**config.mk**
```make
export PLATFORM = sky130hd
export DESIGN_NAME = rbs_div
export DESIGN_NICKNAME = d
export VERILOG_FILES = /design/src/rtl/core/rbs_pkg.sv /design/src/rtl/core/rbs_div.sv
export SDC_FILE = /design/constraint.sdc
export NUM_CORES = 1
export LEC_CHECK = 0
export BUFFER_PORTS_ARGS = -buffer_cell sky130_fd_sc_hd__buf_2
export CORE_AREA = 2 2 114 116
export CTS_BUF_LIST = sky130_fd_sc_hd__clkbuf_2 sky130_fd_sc_hd__clkbuf_4 sky130_fd_sc_hd__clkbuf_8
export DETAILED_ROUTE_END_ITERATION = 10
export DIE_AREA = 0 0 116 118
export GPL_ROUTABILITY_DRIVEN = 1
export GPL_TIMING_DRIVEN = 0
export PLACE_DENSITY = 0.84
export SLEW_MARGIN = 20
export SYNTH_ARGS = -nofsm -noshare
export SYNTH_HDL_FRONTEND = slang
export SYNTH_SLANG_ARGS = --single-unit
```
**constraint.sdc**
```tcl
create_clock -name clk -period 11 [get_ports clk]
set_clock_uncertainty 0.05 [all_clocks]
set_input_delay 2.2 -clock clk [delete_from_list [all_inputs] [get_ports clk]]
set_output_delay 2.2 -clock clk [all_outputs]
set_load 0.03 [all_outputs]
```
**src/rtl/core/rbs_pkg.sv**
```systemverilog
// shared types and constants of the ray box slab test
package rbs_pkg;

  localparam int DIVIDEND_W = 52;
  localparam int DIVISOR_W  = 36;
  localparam int QUOT_W     = 32;

  localparam logic signed [31:0] Q_MAX = 32'sh7FFF_FFFF;
  localparam logic signed [31:0] Q_MIN = 32'sh8000_0000;

  // configuration register indexes
  localparam logic [2:0] REG_ORIGIN_X     = 3'd0;
  localparam logic [2:0] REG_ORIGIN_Y     = 3'd1;
  localparam logic [2:0] REG_ORIGIN_Z     = 3'd2;
  localparam logic [2:0] REG_DIR_X        = 3'd3;
  localparam logic [2:0] REG_DIR_Y        = 3'd4;
  localparam logic [2:0] REG_DIR_Z        = 3'd5;
  localparam logic [2:0] REG_PARALLEL_EPS = 3'd6;

  typedef enum logic [3:0] {
    ST_IDLE,
    ST_MAC,
    ST_CHECK,
    ST_DIV1,
    ST_WAIT1,
    ST_DIV2,
    ST_WAIT2,
    ST_UPDATE,
    ST_REJCHK,
    ST_FINISH
  } state_t;

  typedef struct packed {
    logic                  start;
    logic [DIVIDEND_W-1:0] dividend;
    logic [DIVISOR_W-1:0]  divisor;
  } div_req_t;

  typedef struct packed {
    logic              done;
    logic              overflow;
    logic [QUOT_W-1:0] quotient;
  } div_rsp_t;

endpackage

```
**src/rtl/core/rbs_div.sv**
```systemverilog
// iterative restoring divider, one quotient bit per cycle, overflow flagged early
module rbs_div (
  input  logic              clk,
  input  logic              rst,
  input  rbs_pkg::div_req_t req,
  output rbs_pkg::div_rsp_t rsp
);
  import rbs_pkg::*;

  logic                 busy;
  logic                 done;
  logic                 ovf;
  logic [4:0]           cnt;
  logic [DIVISOR_W-1:0] rem;
  logic [DIVISOR_W-1:0] dvs;
  logic [QUOT_W-1:0]    q_sh;

  logic [DIVISOR_W-1:0] top_ext;
  logic                 top_ge;
  logic [DIVISOR_W:0]   trial;
  logic [DIVISOR_W:0]   dvs_ext;
  logic                 trial_ge;

  // quotient fits in QUOT_W bits only when the upper dividend part is below the divisor
  assign top_ext  = DIVISOR_W'(req.dividend[DIVIDEND_W-1:QUOT_W]);
  assign top_ge   = top_ext >= req.divisor;
  assign trial    = {rem, q_sh[QUOT_W-1]};
  assign dvs_ext  = {1'b0, dvs};
  assign trial_ge = trial >= dvs_ext;

  always_ff @(posedge clk) begin
    if (rst) begin
      busy <= 1'b0;
      done <= 1'b0;
    end else begin
      done <= 1'b0;
      if (req.start) begin
        dvs <= req.divisor;
        if (top_ge) begin
          ovf  <= 1'b1;
          done <= 1'b1;
        end else begin
          ovf  <= 1'b0;
          rem  <= top_ext;
          q_sh <= req.dividend[QUOT_W-1:0];
          cnt  <= '0;
          busy <= 1'b1;
        end
      end else if (busy) begin
        if (trial_ge) begin
          rem <= DIVISOR_W'(trial - dvs_ext);
        end else begin
          rem <= trial[DIVISOR_W-1:0];
        end
        q_sh <= {q_sh[QUOT_W-2:0], trial_ge};
        cnt  <= cnt + 5'd1;
        if (&cnt) begin
          busy <= 1'b0;
          done <= 1'b1;
        end
      end
    end
  end

  assign rsp.done     = done;
  assign rsp.overflow = ovf;
  assign rsp.quotient = q_sh;

endmodule

```
==> results_dict.tcl <==
set metrics [dict create \
    ys_seq_elements 112 \
    power_density_nw_per_um2 147 \
    drtPass1Iterations 5 \
    multiInputGateArea_sq_um 3500 \
    cts_setup_buffers 0 \
    crit_path_start_kind "input port" \
    setup_violations 0 \
    vias_per_cell 5.78 \
    finalPower_uw 1230 \
    worstPathArrival_ns 4.90 \
    maxCapViolations 0 \
    cts-root-buf "clkbuf_8" \
    netlist_area_sq_um 7200 \
    final_util_pct 67.4 \
    final_cells 978 \
    die_w_um 116 \
    place_congestion 0.970 \
    drive_above_1_share_pct 26.3 \
    drt-initial-drc-count 338 \
    finalCritPeriodShare_pct 43.9 \
    synth_top_area_cell "edfxtp_1" \
    grt_pass1_vias 5921 \
    drc_errors 0 \
    hold_viol_final 0 \
    start_util_pct 58.0 \
    outcome "completed" \
    crit_type "input port to flip-flop" \
    diodes 0 \
    wl_per_cell_um 17.9 \
    ys.flop_type "edfxtp_1" \
    htreeDepth 3 \
    synth_edf_count 110 \
    worst_setup_path_end_kind "flip-flop" \
    clk_pin_slew_ns 0.11 \
    place_inst 963 \
    gr-total-overflow 0 \
    rsz0062_at_grt "no" \
    antenna_found_initial 0 \
    antenna_left 0 \
    fin_crit_ns 4.83 \
    wl_um 17500 \
    ctsResizeCount 0 \
    syn_avg_cell_area_sq_um 10.9 \
    worstMarginPinSlew_ns 0.936 \
    core.rowCount 41 \
    syn2layout_area_growth_pct 16.2 \
    dp_hpwl_um 13500 \
    finalWorstSetupSlack_ns 6.17 \
    synth.distinct_cells 61 \
    grt_max_degree 25 \
    ys_top_cells_by_area "edfxtp_1, ha_1, mux2_2" \
    core_area_sq_um 12400 \
    die_h_um 118 \
    io_pins 125 \
    nets 952 \
    maxSlewViolCount 0 \
    worstPathRequired_ns 11.08 \
    cts_tree "built" \
    dpl_cell_area_sq_um 8150 \
    p_leak_uw 0.00364 \
    clock.fmax_ghz 0.207 \
    synth_warnings 0 \
    nFillCells 954 \
    synth.top_cell.area_share_pct 45.9 \
    fin_area_sq_um 8370 \
    worstPathMaxFanout 15 \
    grt_first_pass_wirelength_um 28400 \
    register_area_sq_um 3340 \
    numCtsBuffers 9 \
    holdCritPathClass "flip-flop to flip-flop" \
    seq_area_frac_synth_pct 46.4 \
    vias 5650 \
    synthArstFlopShare_pct 0 \
    clockBufferDepth 2 \
    die-area_sq_um 13700 \
    synth_nets 811 \
    relSlewSlack_pct 37.2 \
    place_ws_ns 5.74 \
    cts-hold-fix-buffers 0 \
    syn_inst 661 \
    port_buffers 124 \
    clk_latency_ns 0.41 \
    grt_use_total_pct 26.7 \
    peakVddDrop_uv 145 \
    cts_sinks 112 \
]
flip-flops by register name (all words and copies together), names as in the netlist:
| register | cells |
|---|---|
| busy | 1 |
| cnt | 5 |
| done | 1 |
| dvs | 36 |
| ovf | 1 |
| q_sh | 32 |
| rem | 36 |
synth_stat cells, types with 3 or more instances:
cell type	n
a31oi_1	5
o211ai_1	7
nor2b_1	12
nand2_1	41
nand3_1	10
buf_2	5
clkbuf_1	10
a21o_1	18
o21ai_1	9
nand4_1	5
nand2b_1	7
a211oi_1	6
xor2_1	11
edfxtp_1	110
or2_2	4
o21ai_0	30
and4_1	3
a22o_1	7
o31ai_1	6
buf_4	3
nor4_1	4
nor3_1	11
o21a_1	10
nor2_1	34
inv_1	62
and3_1	10
xnor2_1	22
a21oi_1	43
ha_1	58
mux2i_1	18
mux2_2	40
where the power goes:
part           internal, uW  switching (uW)
Clock                   131             155
Combinational           177             232
Sequential              516            17.4
Total                   825             404
stage by stage:
step / TNS, ns / hold WS (ns)
after floorplan: 0 / 0.411
after global placement: -90.27 / 0.429
after detailed placement: 0 / 0.453
after CTS: 0 / 0.467
after global routing: 0 / 0.512
final: 0 / 0.467
per-layer routing:
metal  up-vias  track usage (%)  part of all wire (%)
li1       2707                -                     -
met1      2690             32.0                    40
met2       212             44.6                    49
met3        41             5.92                   6.7
met4         0             14.0                   3.9
met5         -                0                     0
cell usage in the layout (no fill, tap or decap), types with 3 or more instances in the layout:
cell | synthesis | routed
buf_2 | 5 | 129
edfxtp_1 | 110 | 110
inv_1 | 62 | 62
ha_1 | 58 | 58
a21oi_1 | 43 | 43
nand2_1 | 41 | 41
mux2_2 | 40 | 40
nor2_1 | 34 | 34
o21ai_0 | 30 | 30
xnor2_1 | 22 | 22
a21o_1 | 18 | 18
mux2i_1 | 18 | 18
nor2b_1 | 12 | 11
nor3_1 | 11 | 11
xor2_1 | 11 | 11
and3_1 | 10 | 10
clkbuf_1 | 10 | 10
o21a_1 | 10 | 10
nand3_1 | 10 | 10
o21ai_1 | 9 | 9
clkbuf_8 | 0 | 9
o211ai_1 | 7 | 7
nand2b_1 | 7 | 7
a22o_1 | 7 | 7
o31ai_1 | 6 | 6
a31oi_1 | 5 | 5
nand4_1 | 5 | 5
a211oi_1 | 6 | 5
buf_6 | 2 | 4
or2_2 | 4 | 4
nor4_1 | 4 | 4
buf_8 | 1 | 4
and4_1 | 3 | 3
buf_4 | 3 | 3
critical path, cell delays in order:
cell      delay [ns]
buf_2           0.09
inv_1           0.04
ha_1            0.30
a21o_1          0.19
a21o_1          0.17
a21oi_1         0.16
o21ai_0         0.15
nor3_1          0.19
a211oi_1        0.23
a211oi_4        0.73
buf_8           0.26
buf_8           0.18
final timing paths:
check | startpoint | endpoint | slack [ns] | cells past startpoint
setup / recovery | req[13] | rem[31] | 6.17 | 12
hold / removal | busy | busy | 0.47 | 2
setup reg to reg | q_sh[31] | rem[28] | 7.50 | 12
hold reg to reg | busy | busy | 0.47 | 2
final cells by class:
type	instances	area share (%)
buffer	24	1.79
clock inverter	6	1.23
clock buffer	9	1.48
inverter	62	2.78
timing repair buffer	130	8.46
multi-input combinational	463	41.8
sequential	112	39.9
tap	172	2.57
logic make-up (layout without fill, tap and decap cells):
logic type,after synthesis,after routing,synth area share [%]
XOR/XNOR,33,33,4.01
flip-flops,112,112,46.4
adder cells (fa/ha/maj),59,59,10.4
buffers and inverters,86,231,5.32
AO/OA/AOI/OAI,160,160,14.4
multiplexers,60,60,9.07
AND/OR/NAND/NOR,151,151,10.4
No activity file was read; power rests on OpenSTA's default activity.
